--- src/sv/lal_pkg.sv ---
// ----------------------------------------------------------------------------
// lal_pkg
// Shared types, constants and helper functions of the ADR link adapter.
// ----------------------------------------------------------------------------
package lal_pkg;

   // default sizing
   localparam int HISTORY_DEPTH_DEF = 128;
   localparam int MAX_GATEWAYS_DEF  = 32;
   localparam int MIN_SF_DEF        = 7;

   // fixed field widths
   localparam int RX_W    = 13;
   localparam int SNR_W   = 14;
   localparam int THR_W   = 10;
   localparam int SF_W    = 4;
   localparam int PWR_W   = 5;
   localparam int DR_W    = 3;
   localparam int PIDX_W  = 3;
   localparam int STAT_W  = 2;
   localparam int MARG_W  = 15;
   localparam int STEP_W  = 10;
   localparam int CSR_IDX_W = 4;
   localparam int CSR_DAT_W = 60;

   // one 3 dB step in 1/16 dB
   localparam int STEP_DB = 48;

   // register indexes
   localparam logic [CSR_IDX_W-1:0] REG_SNR_THR    = 4'd0;
   localparam logic [CSR_IDX_W-1:0] REG_SNR_OFFSET = 4'd1;
   localparam logic [CSR_IDX_W-1:0] REG_GW_COMB    = 4'd2;
   localparam logic [CSR_IDX_W-1:0] REG_HIST_COMB  = 4'd3;
   localparam logic [CSR_IDX_W-1:0] REG_HIST_RANGE = 4'd4;
   localparam logic [CSR_IDX_W-1:0] REG_TOGGLE_PWR = 4'd5;
   localparam logic [CSR_IDX_W-1:0] REG_MIN_PWR    = 4'd6;
   localparam logic [CSR_IDX_W-1:0] REG_MAX_PWR    = 4'd7;

   // combine codes
   localparam logic [1:0] COMB_MAX = 2'd1;
   localparam logic [1:0] COMB_MIN = 2'd2;

   // status codes
   localparam logic [STAT_W-1:0] ST_NO_ADR    = 2'd0;
   localparam logic [STAT_W-1:0] ST_SHORT     = 2'd1;
   localparam logic [STAT_W-1:0] ST_UNCHANGED = 2'd2;
   localparam logic [STAT_W-1:0] ST_ISSUED    = 2'd3;

   // reset values
   localparam logic [12:0] OFFSET_RST = 13'd1872;

   // spreading factor to data rate
   function automatic logic [DR_W-1:0] sf_to_dr(input logic [SF_W-1:0] sf);
      logic [DR_W-1:0] dr;
      if (sf >= 4'd8 && sf <= 4'd12) begin
         dr = DR_W'(4'd12 - sf);
      end else begin
         dr = 3'd5;
      end
      return dr;
   endfunction

   // link request power index
   function automatic logic [PIDX_W-1:0] power_index(input logic [PWR_W-1:0] p);
      logic [PIDX_W-1:0] idx;
      if (p >= 5'd16)      idx = 3'd0;
      else if (p >= 5'd14) idx = 3'd1;
      else if (p >= 5'd12) idx = 3'd2;
      else if (p >= 5'd10) idx = 3'd3;
      else if (p >= 5'd8)  idx = 3'd4;
      else if (p >= 5'd6)  idx = 3'd5;
      else if (p >= 5'd4)  idx = 3'd6;
      else                 idx = 3'd7;
      return idx;
   endfunction

   // required snr of a data rate
   function automatic logic signed [THR_W-1:0] thr_sel(input logic [CSR_DAT_W-1:0] thr,
                                                       input logic [DR_W-1:0] dr);
      logic signed [THR_W-1:0] t;
      case (dr)
         3'd0:    t = thr[9:0];
         3'd1:    t = thr[19:10];
         3'd2:    t = thr[29:20];
         3'd3:    t = thr[39:30];
         3'd4:    t = thr[49:40];
         default: t = thr[59:50];
      endcase
      return t;
   endfunction

endpackage

--- src/sv/lal_floor_div.sv ---
// ----------------------------------------------------------------------------
// lal_floor_div
// Shared bit-serial divider: signed dividend by positive divisor, quotient
// rounded toward minus infinity, one quotient bit per cycle.
// ----------------------------------------------------------------------------
module lal_floor_div
   import lal_pkg::*;
#(
   parameter int DW = 24,
   parameter int VW = 8
) (
   input  logic                 clock,
   input  logic                 reset,
   input  logic                 start,
   input  logic signed [DW-1:0] dividend,
   input  logic [VW-1:0]        divisor,
   output logic                 done,
   output logic signed [DW-1:0] quotient
);

   localparam int CNT_W = $clog2(DW + 1);

   logic [DW-1:0]    quo_ff, quo_in;
   logic [VW:0]      rem_ff, rem_in;
   logic [VW-1:0]    dsr_ff, dsr_in;
   logic             neg_ff, neg_in;
   logic             busy_ff, busy_in;
   logic             done_ff, done_in;
   logic [CNT_W-1:0] cnt_ff, cnt_in;
   logic [VW+1:0]    trial;
   logic [VW:0]      shifted;

   // a negative dividend is complemented (-a-1), divided, and complemented back
   always_comb begin
      quo_in  = quo_ff;
      rem_in  = rem_ff;
      dsr_in  = dsr_ff;
      neg_in  = neg_ff;
      busy_in = busy_ff;
      cnt_in  = cnt_ff;
      done_in = 1'b0;
      shifted = {rem_ff[VW-1:0], quo_ff[DW-1]};
      trial   = {1'b0, shifted} - {2'b00, dsr_ff};
      if (start) begin
         neg_in  = dividend[DW-1];
         quo_in  = dividend[DW-1] ? ~dividend : dividend;
         rem_in  = '0;
         dsr_in  = divisor;
         busy_in = 1'b1;
         cnt_in  = '0;
      end else if (busy_ff) begin
         if (!trial[VW+1]) begin
            rem_in = trial[VW:0];
            quo_in = {quo_ff[DW-2:0], 1'b1};
         end else begin
            rem_in = shifted;
            quo_in = {quo_ff[DW-2:0], 1'b0};
         end
         cnt_in = cnt_ff + 1'b1;
         if (cnt_ff == CNT_W'(DW - 1)) begin
            busy_in = 1'b0;
            done_in = 1'b1;
         end
      end
   end

   always_ff @(posedge clock) begin
      if (reset) begin
         busy_ff <= 1'b0;
         done_ff <= 1'b0;
         cnt_ff  <= '0;
      end else begin
         busy_ff <= busy_in;
         done_ff <= done_in;
         cnt_ff  <= cnt_in;
      end
      quo_ff <= quo_in;
      rem_ff <= rem_in;
      dsr_ff <= dsr_in;
      neg_ff <= neg_in;
   end

   assign done     = done_ff;
   assign quotient = neg_ff ? ~quo_ff : quo_ff;

endmodule

--- src/sv/lorawan_adr_link_adapter.sv ---
// ----------------------------------------------------------------------------
// lorawan_adr_link_adapter
// LoRaWAN adaptive data rate decision from gateway receive powers.
// ----------------------------------------------------------------------------
// A record that is not the last gateway of a packet is taken with req_stall low.
// The last record starts a sequence that holds req_stall high: an average of
// gateways uses the shared divider, the history walk reads one entry per pass
// through the address and data states from the history memory, an average of
// history takes another divider pass, the 3 dB step count is formed in one
// state (a shift that divides by 16 and a reciprocal multiply by one third),
// and the step loop makes one spreading factor or power step per pass through
// its state. The result waits in an output register; the next record is
// taken meanwhile. The history memory has no reset; only entries already
// written are read.
module lorawan_adr_link_adapter
   import lal_pkg::*;
#(
   parameter int HISTORY_DEPTH = HISTORY_DEPTH_DEF,
   parameter int MAX_GATEWAYS  = MAX_GATEWAYS_DEF,
   parameter int MIN_SF        = MIN_SF_DEF
) (
   input  logic                     clock,
   input  logic                     reset,
   // gateway records
   input  logic                     req_valid,
   output logic                     req_stall,
   input  logic signed [RX_W-1:0]   req_rx_power,
   input  logic                     req_last_gateway,
   input  logic                     req_adr_request,
   input  logic [SF_W-1:0]          req_spreading_factor,
   input  logic [PWR_W-1:0]         req_tx_power_dbm,
   // decisions
   output logic                     rsp_valid,
   input  logic                     rsp_stall,
   output logic [STAT_W-1:0]        rsp_status,
   output logic [DR_W-1:0]          rsp_new_data_rate,
   output logic [PWR_W-1:0]         rsp_new_tx_power,
   output logic [PIDX_W-1:0]        rsp_tx_power_index,
   output logic signed [SNR_W-1:0]  rsp_packet_snr,
   // register writes
   input  logic                     csr_valid,
   output logic                     csr_ready,
   input  logic [CSR_IDX_W-1:0]     csr_index,
   input  logic [CSR_DAT_W-1:0]     csr_data
);

   localparam int CW   = $clog2(MAX_GATEWAYS + 1);
   localparam int GSW  = RX_W + CW;
   localparam int AW   = $clog2(HISTORY_DEPTH);
   localparam int RW   = $clog2(HISTORY_DEPTH + 1);
   localparam int HSW  = SNR_W + RW;
   localparam int DW0  = (GSW > HSW) ? GSW : HSW;
   localparam int DW   = (DW0 > MARG_W) ? DW0 : MARG_W;
   localparam int VW0  = (CW > RW) ? CW : RW;
   localparam int VW   = (VW0 > 6) ? VW0 : 6;

   typedef enum logic [10:0] {
      S_IDLE   = 11'b00000000001,
      S_GW     = 11'b00000000010,
      S_GWWAIT = 11'b00000000100,
      S_PUSH   = 11'b00000001000,
      S_RADDR  = 11'b00000010000,
      S_RDATA  = 11'b00000100000,
      S_HCOMB  = 11'b00001000000,
      S_HWAIT  = 11'b00010000000,
      S_MARGIN = 11'b00100000000,
      S_STEP   = 11'b01000000000,
      S_OUT    = 11'b10000000000
   } state_type;

   state_type state_ff, state_in;

   // configuration registers
   logic [CSR_DAT_W-1:0]     thr_ff;
   logic signed [12:0]       offset_ff;
   logic [1:0]               gw_comb_ff, hist_comb_ff;
   logic [6:0]               hist_range_ff;
   logic                     toggle_ff;
   logic [PWR_W-1:0]         min_pwr_ff, max_pwr_ff;

   // gateway accumulation
   logic signed [GSW-1:0]    gsum_ff, gsum_in;
   logic signed [RX_W-1:0]   gbest_ff, gbest_in, gworst_ff, gworst_in;
   logic [CW-1:0]            gcnt_ff, gcnt_in;

   // packet context
   logic                     adr_ff, adr_in;
   logic [SF_W-1:0]          sf_ff, sf_in;
   logic [PWR_W-1:0]         tx_ff, tx_in;
   logic signed [RX_W-1:0]   power_ff, power_in;
   logic signed [SNR_W-1:0]  snr_ff, snr_in;

   // history
   logic [SNR_W-1:0]         hist_mem [HISTORY_DEPTH];
   logic [SNR_W-1:0]         rd_data_ff;
   logic [AW-1:0]            wp_ff, wp_in, rd_addr_ff, rd_addr_in;
   logic [RW-1:0]            fill_ff, fill_in, k_ff, k_in, range_eff, fill_next;
   logic                     mem_we;
   logic signed [HSW-1:0]    hsum_ff, hsum_in;
   logic signed [SNR_W-1:0]  hbest_ff, hbest_in, hworst_ff, hworst_in, hist_ff, hist_in;
   logic signed [SNR_W-1:0]  rd_val;

   // stepping
   logic signed [STEP_W-1:0] steps_ff, steps_in;
   logic [SF_W-1:0]          s_ff, s_in;
   logic signed [6:0]        p_ff, p_in;
   logic [PWR_W-1:0]         p_sat;
   logic [DR_W-1:0]          dr_now, ndr;
   logic [PWR_W-1:0]         ntx;

   // decision
   logic [STAT_W-1:0]        st_ff, st_in;
   logic [DR_W-1:0]          ndr_ff, ndr_in;
   logic [PWR_W-1:0]         ntx_ff, ntx_in;

   // output register
   logic                     rsp_valid_ff, rsp_valid_in;
   logic [STAT_W-1:0]        o_st_ff;
   logic [DR_W-1:0]          o_dr_ff;
   logic [PWR_W-1:0]         o_pwr_ff;
   logic signed [SNR_W-1:0]  o_snr_ff;
   logic                     out_load;

   // shared divider
   logic                     div_start, div_done;
   logic signed [DW-1:0]     div_a, div_q;
   logic [VW-1:0]            div_b;
   logic signed [MARG_W-1:0] margin;

   // step count
   logic [10:0]              m16;
   logic [9:0]               m16_mag;
   logic [19:0]              m16_prod;
   logic signed [STEP_W-1:0] steps_calc;

   logic                     req_take;
   logic                     gw_avg, hist_avg;

   assign req_take  = req_valid && !req_stall;
   assign req_stall = (state_ff != S_IDLE);
   assign csr_ready = 1'b1;
   assign gw_avg    = (gw_comb_ff != COMB_MAX) && (gw_comb_ff != COMB_MIN);
   assign hist_avg  = (hist_comb_ff != COMB_MAX) && (hist_comb_ff != COMB_MIN);
   assign dr_now    = sf_to_dr(sf_ff);
   assign rd_val    = rd_data_ff;
   assign margin    = MARG_W'(hist_ff) - MARG_W'(thr_sel(thr_ff, dr_now));

   // floor of margin / 48: floor by 16, then floor by 3 with a reciprocal multiply;
   // a negative value is complemented, divided and complemented back
   always_comb begin
      m16        = margin[MARG_W-1:4];
      m16_mag    = m16[10] ? ~m16[9:0] : m16[9:0];
      m16_prod   = m16_mag * 10'd683;
      steps_calc = m16[10] ? ~{1'b0, m16_prod[19:11]} : {1'b0, m16_prod[19:11]};
   end

   // effective history range
   always_comb begin
      if (hist_range_ff == 7'd0) begin
         range_eff = RW'(1);
      end else if (32'(hist_range_ff) > HISTORY_DEPTH) begin
         range_eff = RW'(HISTORY_DEPTH);
      end else begin
         range_eff = RW'(hist_range_ff);
      end
      fill_next = (fill_ff == RW'(HISTORY_DEPTH)) ? fill_ff : fill_ff + 1'b1;
   end

   // saturated power and step outcome
   always_comb begin
      if (p_ff < 7'sd0)       p_sat = '0;
      else if (p_ff > 7'sd31) p_sat = 5'd31;
      else                    p_sat = p_ff[PWR_W-1:0];
      ndr = sf_to_dr(s_ff);
      ntx = toggle_ff ? p_sat : tx_ff;
   end

   // divider operand selection
   always_comb begin
      div_start = 1'b0;
      div_a     = DW'(gsum_ff);
      div_b     = VW'(gcnt_ff);
      case (state_ff)
         S_GW: begin
            div_start = gw_avg;
         end
         S_HCOMB: begin
            div_start = hist_avg;
            div_a     = DW'(hsum_ff);
            div_b     = VW'(range_eff);
         end
         default: ;
      endcase
   end

   lal_floor_div #(
      .DW (DW),
      .VW (VW)
   ) u_div (
      .clock    (clock),
      .reset    (reset),
      .start    (div_start),
      .dividend (div_a),
      .divisor  (div_b),
      .done     (div_done),
      .quotient (div_q)
   );

   // sequencer
   always_comb begin
      state_in   = state_ff;
      gsum_in    = gsum_ff;
      gbest_in   = gbest_ff;
      gworst_in  = gworst_ff;
      gcnt_in    = gcnt_ff;
      adr_in     = adr_ff;
      sf_in      = sf_ff;
      tx_in      = tx_ff;
      power_in   = power_ff;
      snr_in     = snr_ff;
      wp_in      = wp_ff;
      rd_addr_in = rd_addr_ff;
      fill_in    = fill_ff;
      k_in       = k_ff;
      hsum_in    = hsum_ff;
      hbest_in   = hbest_ff;
      hworst_in  = hworst_ff;
      hist_in    = hist_ff;
      steps_in   = steps_ff;
      s_in       = s_ff;
      p_in       = p_ff;
      st_in      = st_ff;
      ndr_in     = ndr_ff;
      ntx_in     = ntx_ff;
      mem_we     = 1'b0;
      out_load   = 1'b0;
      case (state_ff)
         S_IDLE: begin
            if (req_take) begin
               if (gcnt_ff < CW'(MAX_GATEWAYS)) begin
                  if (gcnt_ff == '0) begin
                     gsum_in   = GSW'(req_rx_power);
                     gbest_in  = req_rx_power;
                     gworst_in = req_rx_power;
                  end else begin
                     gsum_in = gsum_ff + GSW'(req_rx_power);
                     if (req_rx_power > gbest_ff)  gbest_in  = req_rx_power;
                     if (req_rx_power < gworst_ff) gworst_in = req_rx_power;
                  end
                  gcnt_in = gcnt_ff + 1'b1;
               end
               if (req_last_gateway) begin
                  adr_in   = req_adr_request;
                  sf_in    = req_spreading_factor;
                  tx_in    = req_tx_power_dbm;
                  state_in = S_GW;
               end
            end
         end
         S_GW: begin
            if (gw_comb_ff == COMB_MAX) power_in = gbest_ff;
            else if (gw_comb_ff == COMB_MIN) power_in = gworst_ff;
            gsum_in   = '0;
            gbest_in  = '0;
            gworst_in = '0;
            gcnt_in   = '0;
            state_in  = gw_avg ? S_GWWAIT : S_PUSH;
         end
         S_GWWAIT: begin
            if (div_done) begin
               power_in = div_q[RX_W-1:0];
               state_in = S_PUSH;
            end
         end
         S_PUSH: begin
            snr_in     = SNR_W'(power_ff) + SNR_W'(offset_ff);
            mem_we     = 1'b1;
            rd_addr_in = wp_ff;
            wp_in      = (wp_ff == AW'(HISTORY_DEPTH - 1)) ? '0 : wp_ff + 1'b1;
            fill_in    = fill_next;
            k_in       = '0;
            s_in       = sf_ff;
            p_in       = 7'($signed({2'b00, tx_ff}));
            ndr_in     = dr_now;
            ntx_in     = tx_ff;
            if (!adr_ff) begin
               st_in    = ST_NO_ADR;
               state_in = S_OUT;
            end else if (fill_next < range_eff) begin
               st_in    = ST_SHORT;
               state_in = S_OUT;
            end else begin
               state_in = S_RADDR;
            end
         end
         S_RADDR: begin
            state_in = S_RDATA;
         end
         S_RDATA: begin
            if (k_ff == '0) begin
               hsum_in   = HSW'(rd_val);
               hbest_in  = rd_val;
               hworst_in = rd_val;
            end else begin
               hsum_in = hsum_ff + HSW'(rd_val);
               if (rd_val > hbest_ff)  hbest_in  = rd_val;
               if (rd_val < hworst_ff) hworst_in = rd_val;
            end
            rd_addr_in = (rd_addr_ff == '0) ? AW'(HISTORY_DEPTH - 1) : rd_addr_ff - 1'b1;
            k_in       = k_ff + 1'b1;
            state_in   = (k_ff + 1'b1 == range_eff) ? S_HCOMB : S_RADDR;
         end
         S_HCOMB: begin
            if (hist_comb_ff == COMB_MAX) hist_in = hbest_ff;
            else if (hist_comb_ff == COMB_MIN) hist_in = hworst_ff;
            state_in = hist_avg ? S_HWAIT : S_MARGIN;
         end
         S_HWAIT: begin
            if (div_done) begin
               hist_in  = div_q[SNR_W-1:0];
               state_in = S_MARGIN;
            end
         end
         S_MARGIN: begin
            steps_in = steps_calc;
            state_in = S_STEP;
         end
         S_STEP: begin
            // lower sf first, then power; negative steps raise power
            if (steps_ff > 0 && s_ff > SF_W'(MIN_SF)) begin
               s_in     = s_ff - 1'b1;
               steps_in = steps_ff - 1'b1;
            end else if (steps_ff > 0 && p_ff > 7'($signed({2'b00, min_pwr_ff}))) begin
               p_in     = p_ff - 7'sd2;
               steps_in = steps_ff - 1'b1;
            end else if (steps_ff < 0 && p_ff < 7'($signed({2'b00, max_pwr_ff}))) begin
               p_in     = p_ff + 7'sd2;
               steps_in = steps_ff + 1'b1;
            end else begin
               ndr_in   = ndr;
               ntx_in   = ntx;
               st_in    = (ndr != dr_now || ntx != tx_ff) ? ST_ISSUED : ST_UNCHANGED;
               state_in = S_OUT;
            end
         end
         S_OUT: begin
            if (!rsp_valid_ff || !rsp_stall) begin
               out_load = 1'b1;
               state_in = S_IDLE;
            end
         end
         default: state_in = S_IDLE;
      endcase
      rsp_valid_in = out_load || (rsp_valid_ff && rsp_stall);
   end

   // control state
   always_ff @(posedge clock) begin
      if (reset) begin
         state_ff     <= S_IDLE;
         gsum_ff      <= '0;
         gbest_ff     <= '0;
         gworst_ff    <= '0;
         gcnt_ff      <= '0;
         wp_ff        <= '0;
         fill_ff      <= '0;
         rsp_valid_ff <= 1'b0;
      end else begin
         state_ff     <= state_in;
         gsum_ff      <= gsum_in;
         gbest_ff     <= gbest_in;
         gworst_ff    <= gworst_in;
         gcnt_ff      <= gcnt_in;
         wp_ff        <= wp_in;
         fill_ff      <= fill_in;
         rsp_valid_ff <= rsp_valid_in;
      end
   end

   // working registers
   always_ff @(posedge clock) begin
      adr_ff     <= adr_in;
      sf_ff      <= sf_in;
      tx_ff      <= tx_in;
      power_ff   <= power_in;
      snr_ff     <= snr_in;
      rd_addr_ff <= rd_addr_in;
      k_ff       <= k_in;
      hsum_ff    <= hsum_in;
      hbest_ff   <= hbest_in;
      hworst_ff  <= hworst_in;
      hist_ff    <= hist_in;
      steps_ff   <= steps_in;
      s_ff       <= s_in;
      p_ff       <= p_in;
      st_ff      <= st_in;
      ndr_ff     <= ndr_in;
      ntx_ff     <= ntx_in;
      if (out_load) begin
         o_st_ff  <= st_ff;
         o_dr_ff  <= ndr_ff;
         o_pwr_ff <= ntx_ff;
         o_snr_ff <= snr_ff;
      end
   end

   // history memory
   always_ff @(posedge clock) begin
      if (mem_we) begin
         hist_mem[wp_ff] <= SNR_W'(power_ff) + SNR_W'(offset_ff);
      end
      rd_data_ff <= hist_mem[rd_addr_ff];
   end

   // configuration registers
   always_ff @(posedge clock) begin
      if (reset) begin
         thr_ff        <= '0;
         offset_ff     <= OFFSET_RST;
         gw_comb_ff    <= '0;
         hist_comb_ff  <= '0;
         hist_range_ff <= 7'd4;
         toggle_ff     <= 1'b1;
         min_pwr_ff    <= 5'd2;
         max_pwr_ff    <= 5'd14;
      end else if (csr_valid && csr_ready) begin
         case (csr_index)
            REG_SNR_THR:    thr_ff        <= csr_data;
            REG_SNR_OFFSET: offset_ff     <= csr_data[12:0];
            REG_GW_COMB:    gw_comb_ff    <= csr_data[1:0];
            REG_HIST_COMB:  hist_comb_ff  <= csr_data[1:0];
            REG_HIST_RANGE: hist_range_ff <= csr_data[6:0];
            REG_TOGGLE_PWR: toggle_ff     <= csr_data[0];
            REG_MIN_PWR:    min_pwr_ff    <= csr_data[4:0];
            REG_MAX_PWR:    max_pwr_ff    <= csr_data[4:0];
            default: ;
         endcase
      end
   end

   assign rsp_valid          = rsp_valid_ff;
   assign rsp_status         = o_st_ff;
   assign rsp_new_data_rate  = o_dr_ff;
   assign rsp_new_tx_power   = o_pwr_ff;
   assign rsp_tx_power_index = power_index(o_pwr_ff);
   assign rsp_packet_snr     = o_snr_ff;

endmodule

--- config.mk ---
export PLATFORM = sky130hd
export DESIGN_NAME = lorawan_adr_link_adapter
export DESIGN_NICKNAME = d
export VERILOG_FILES = /design/src/sv/lal_pkg.sv /design/src/sv/lal_floor_div.sv /design/src/sv/lorawan_adr_link_adapter.sv
export SDC_FILE = /design/constraint.sdc
export NUM_CORES = 2
export LEC_CHECK = 0
export BUFFER_PORTS_ARGS = -buffer_cell sky130_fd_sc_hd__buf_2
export CAP_MARGIN = 20
export CORE_ASPECT_RATIO = 1.75
export CORE_MARGIN = 8
export CORE_UTILIZATION = 50
export CTS_BUF_LIST = sky130_fd_sc_hd__clkbuf_8 sky130_fd_sc_hd__clkbuf_16
export CTS_CLUSTER_DIAMETER = 200
export DETAILED_ROUTE_END_ITERATION = 8
export PLACE_DENSITY = 0.74
export SYNTH_ARGS = -nofsm -noshare
export SYNTH_HDL_FRONTEND = slang
export SYNTH_SLANG_ARGS = --single-unit
--- constraint.sdc ---
create_clock -name clock -period 21.9 [get_ports clock]
set_clock_uncertainty 0.15 [all_clocks]
set_input_delay 3.285 -clock clock [delete_from_list [all_inputs] [get_ports clock]]
set_output_delay 3.285 -clock clock [all_outputs]
set_load 0.01 [all_outputs]
==> summary.md <==
* **pin count of the biggest net entering global routing** 101
* **minimum period implied by the final worst setup slack** 10.91 ns
* **H-tree depth** 4
* **clk_lat worst skew** 0.87 ns
* **hpwl dp** 158,000 µm
* **maximum buffer depth of the clock tree** 4
* **number of enable flip-flop cells after synthesis** 1,993
* **Max Clock Freq** 91.7 MHz
* **Hold Worst Slack** 0.224 ns
* **number of nets in the layout** 6,376
* **global-route congestion overflow total** 0
* **Iter 0 DRT Violations** 4,898
* **cell types with the largest area share after synthesis** edfxtp_1 (64%), mux4_2 (8.2%), dfxtp_1 (4.3%)
* **Syn Std Cell Area** 93,100 µm²
* **floorplan die area** 201,000 µm²
* **post-synthesis sequential area ratio** 68.6%
* **start-to-end type of the worst setup path** reg2reg
* **power density of the placed cells** 97.7 nW/µm²
* **CTS tree** done
* **arrival time of the worst setup path** 11.26 ns
* **Post-Synthesis Mean Instance Area** 15.9 µm²
* **fraction of power consumed by sequential logic** 46.5%
* **Sinks on Clock Net** 2,195
* **setup TNS** 0 ns
* **Net Sw Power** 2.67 mW
* **# rows** 209
* **Period Utilization, post-route** 49.8%
* **worst hold path class** reg2reg
* **cell accounting for the most synthesized area** edfxtp_1
* **Final Hold Fails** 0
* **floorplan die height** 587 µm
* **I/O Buffers** 121
* **headroom to the max-slew limit** 20.9%
* **CTS Hold Bufs** 0
* **worst-case vdd ir drop** 159 µV
* **synth warn** 0
* **r2r setup slk** 10.99 ns
* **CP max-delay cell** o31ai_4
* **share of power burned in the clock network** 33.2%
* **Top-Level Pins** 123
* **routed wirelength normalized by instance count** 28.5 µm
* **transition time at the pin with the least slew margin** 1.18 ns
* **clk root buf** clkbuf_16
* **DR pass1 iterations** 5
* **depth of the worst register-to-register path** 34
* **switching power as a share of total power** 26.5%
* **Final Power** 10.1 mW
* **element type at the critical path start** flop
* **Req. time, crit path** 22.26 ns
* **unrepaired setup endpoints after global routing** no
* **Async SR Flop Fraction** 0%
* **Max FO, Critical Path** 16
* **CP most frequent cell** ha_1
* **number of max-cap violations** 0
* **antenna-violating nets left** 0
* **delay of the slowest cell on the worst path** 0.93 ns
* **internal power contribution** 7.43 mW
* **Leak** 34.7 nW
* **count of distinct cell types in the synthesized netlist** 85
* **final-report setup violation count** 0
* **logic gate share of total power** 20.3%
* **GRT Overall Usage** 23.8%
* **fraction of layout instances using a drive strength above 1** 17.4%
* **Residual DRC** 0
* **number of cells traversed by the worst hold path** 0
* **run status** completed
* **total CTS buffers** 194
* **number of filler cells placed in the layout** 14,100
* **count of final max-slew check failures** 0
* **Final Routed Wirelength** 246,000 µm
* **die span in x** 342 µm
* **Starting Density** 50.3%
* **setup ws final** 10.99 ns
* **wire length of the first global-routing pass** 357,000 µm
* **Critical Path End Type** flop
* **pre-CTS setup slack** 10.57 ns
* **weighted congestion reported at the end of routability-driven placement** 0.956
* **Vias per Instance** 6.20
* **Core Box Area** 185,000 µm²
* **area share of the leading cell type in the synthesized netlist** 64.3%
* **Reg clk slew, reported paths** 0.07 ns
* **post-cts sizing count** 0
* **Post-Syn Instances** 5,844
* **post-synthesis sequential element count** 2,195
* **predominant post-synthesis flop cell** edfxtp_1
* **via count of the first global-routing pass** 54,200
* **via count** 53,500
* **Setup Buffers After CTS** 0
* **layout-stage area growth over the synthesis result** 11.1%
* **Post-Synthesis Net Count** 6,183
* **number of antenna violations at the first check in global routing** 13
==> layout make-up <==
cell class / count / area [µm²] / area share, %
sequential: 2195 / 63900 / 61.8
multi-input combinational: 3167 / 27700 / 26.8
clock buffer: 202 / 5000 / 4.83
tap: 2426 / 3040 / 2.94
timing repair buffer: 296 / 2000 / 1.93
clock inverter: 139 / 1100 / 1.07
inverter: 183 / 689 / 0.667
antenna: 12 / 30.0 / 0.0290
==> Yosys cell counts (all sizes together), types with 22 or more instances <==
cell,count
a211oi,22
a21o,42
a21oi,359
and3,23
buf,104
clkbuf,195
dfxtp,202
edfxtp,1993
fa,26
ha,220
inv,181
mux2,62
mux2i,329
mux4,341
nand2,325
nand3,49
nor2,414
nor2b,24
nor3,49
o21a,32
o21ai,200
o221ai,93
o22ai,73
o31ai,24
xnor2,111
xor2,66
==> stage by stage <==
| step | cell area (µm²) | utilization [%] | instances |
|---|---|---|---|
| after CTS | 103000 | 55.8 | 8603 |
| final | 103000 | 55.9 | 8620 |
| after global routing | 103000 | 55.9 | 8618 |
| after detailed placement | 97200 | 52.5 | 8262 |
| after floorplan | 93100 | - | 5844 |
| after global placement | 97200 | 52.5 | 8262 |
==> power by group through the flow <==
stage | Combinational (mW) | Clock [mW] | Sequential, mW
global route | 2.33 | 3.53 | 4.70
detailed placement | 2.07 | 0 | 4.79
finish | 2.05 | 3.35 | 4.70
CTS | 2.09 | 3.39 | 4.70
floorplan | 1.62 | 0 | 4.78
global placement | 2.06 | 0 | 4.78
==> sequential cells by signal, summed over array words and instances, names as in the netlist, 10 cells and up <==
| register | cells |
|---|---|
| gbest_ff | 13 |
| gsum_ff | 19 |
| gworst_ff | 13 |
| hbest_ff | 14 |
| hist_ff | 14 |
| hist_mem | 1792 |
| hsum_ff | 22 |
| hworst_ff | 14 |
| offset_ff | 13 |
| power_ff | 13 |
| rd_data_ff | 14 |
| rsp_packet_snr | 14 |
| snr_ff | 14 |
| state_ff | 11 |
| steps_ff | 10 |
| thr_ff | 60 |
| u_div.quo_ff | 22 |
==> path summary, 6_finish.rpt <==
| path | startpoint | endpoint |
|---|---|---|
| max | sf_ff[0]$_DFFE_PP_ | steps_ff[8]$_DFFE_PP_ |
| min | st_ff[0]$_DFFE_PP_ | rsp_status[0]$_DFFE_PP_ |
| max reg2reg | sf_ff[0]$_DFFE_PP_ | steps_ff[8]$_DFFE_PP_ |
| min reg2reg | st_ff[0]$_DFFE_PP_ | rsp_status[0]$_DFFE_PP_ |
==> per-layer routing <==
layer / share of wire, % / global-route usage, % / vias to the layer above
met5: 0.028 / 0 / -
met4: 8.9 / 17.3 / 10
met3: 7.0 / 3.53 / 690
met2: 51 / 42.2 / 2479
met1: 33 / 25.8 / 27100
li1: - / - / 23200
==> cell usage in the layout (no fill, tap or decap), drive strengths merged, types with 61 or more instances in the layout <==
cell type,count
mux2i,329
dfxtp,202
inv,234
buf,296
nand2,325
o22ai,73
clkinv,61
mux4,341
mux2,62
ha,220
o221ai,93
a21oi,359
xor2,66
nor2,414
edfxtp,1993
o21ai,200
clkbuf,202
xnor2,111
==> worst max-delay path: cells and delay by family, from the launching register on <==
family | cells | cell delay (ns)
xor+xnor | 3 | 0.77
simple gates | 6 | 1.62
fa+ha+maj | 8 | 3.45
buf+inv | 4 | 0.49
flops | 1 | 0.55
compound gates | 13 | 3.55
==> cell families (layout without fill, tap and decap cells) <==
kind of cell | count (synthesis) | count (layout) | share of synthesized area [%]
other | 1 | 13 | 0.00403
adders and majority gates | 246 | 246 | 3.52
muxes | 732 | 732 | 12.5
AOI/OAI and AO/OA | 986 | 986 | 6.68
xor gates and xnor gates | 177 | 177 | 1.67
and+or+nand+nor | 1025 | 1025 | 4.93
DFF | 2195 | 2195 | 68.6
buffers and inverters | 482 | 820 | 2.04
No activity file was read; power rests on OpenSTA's default activity.
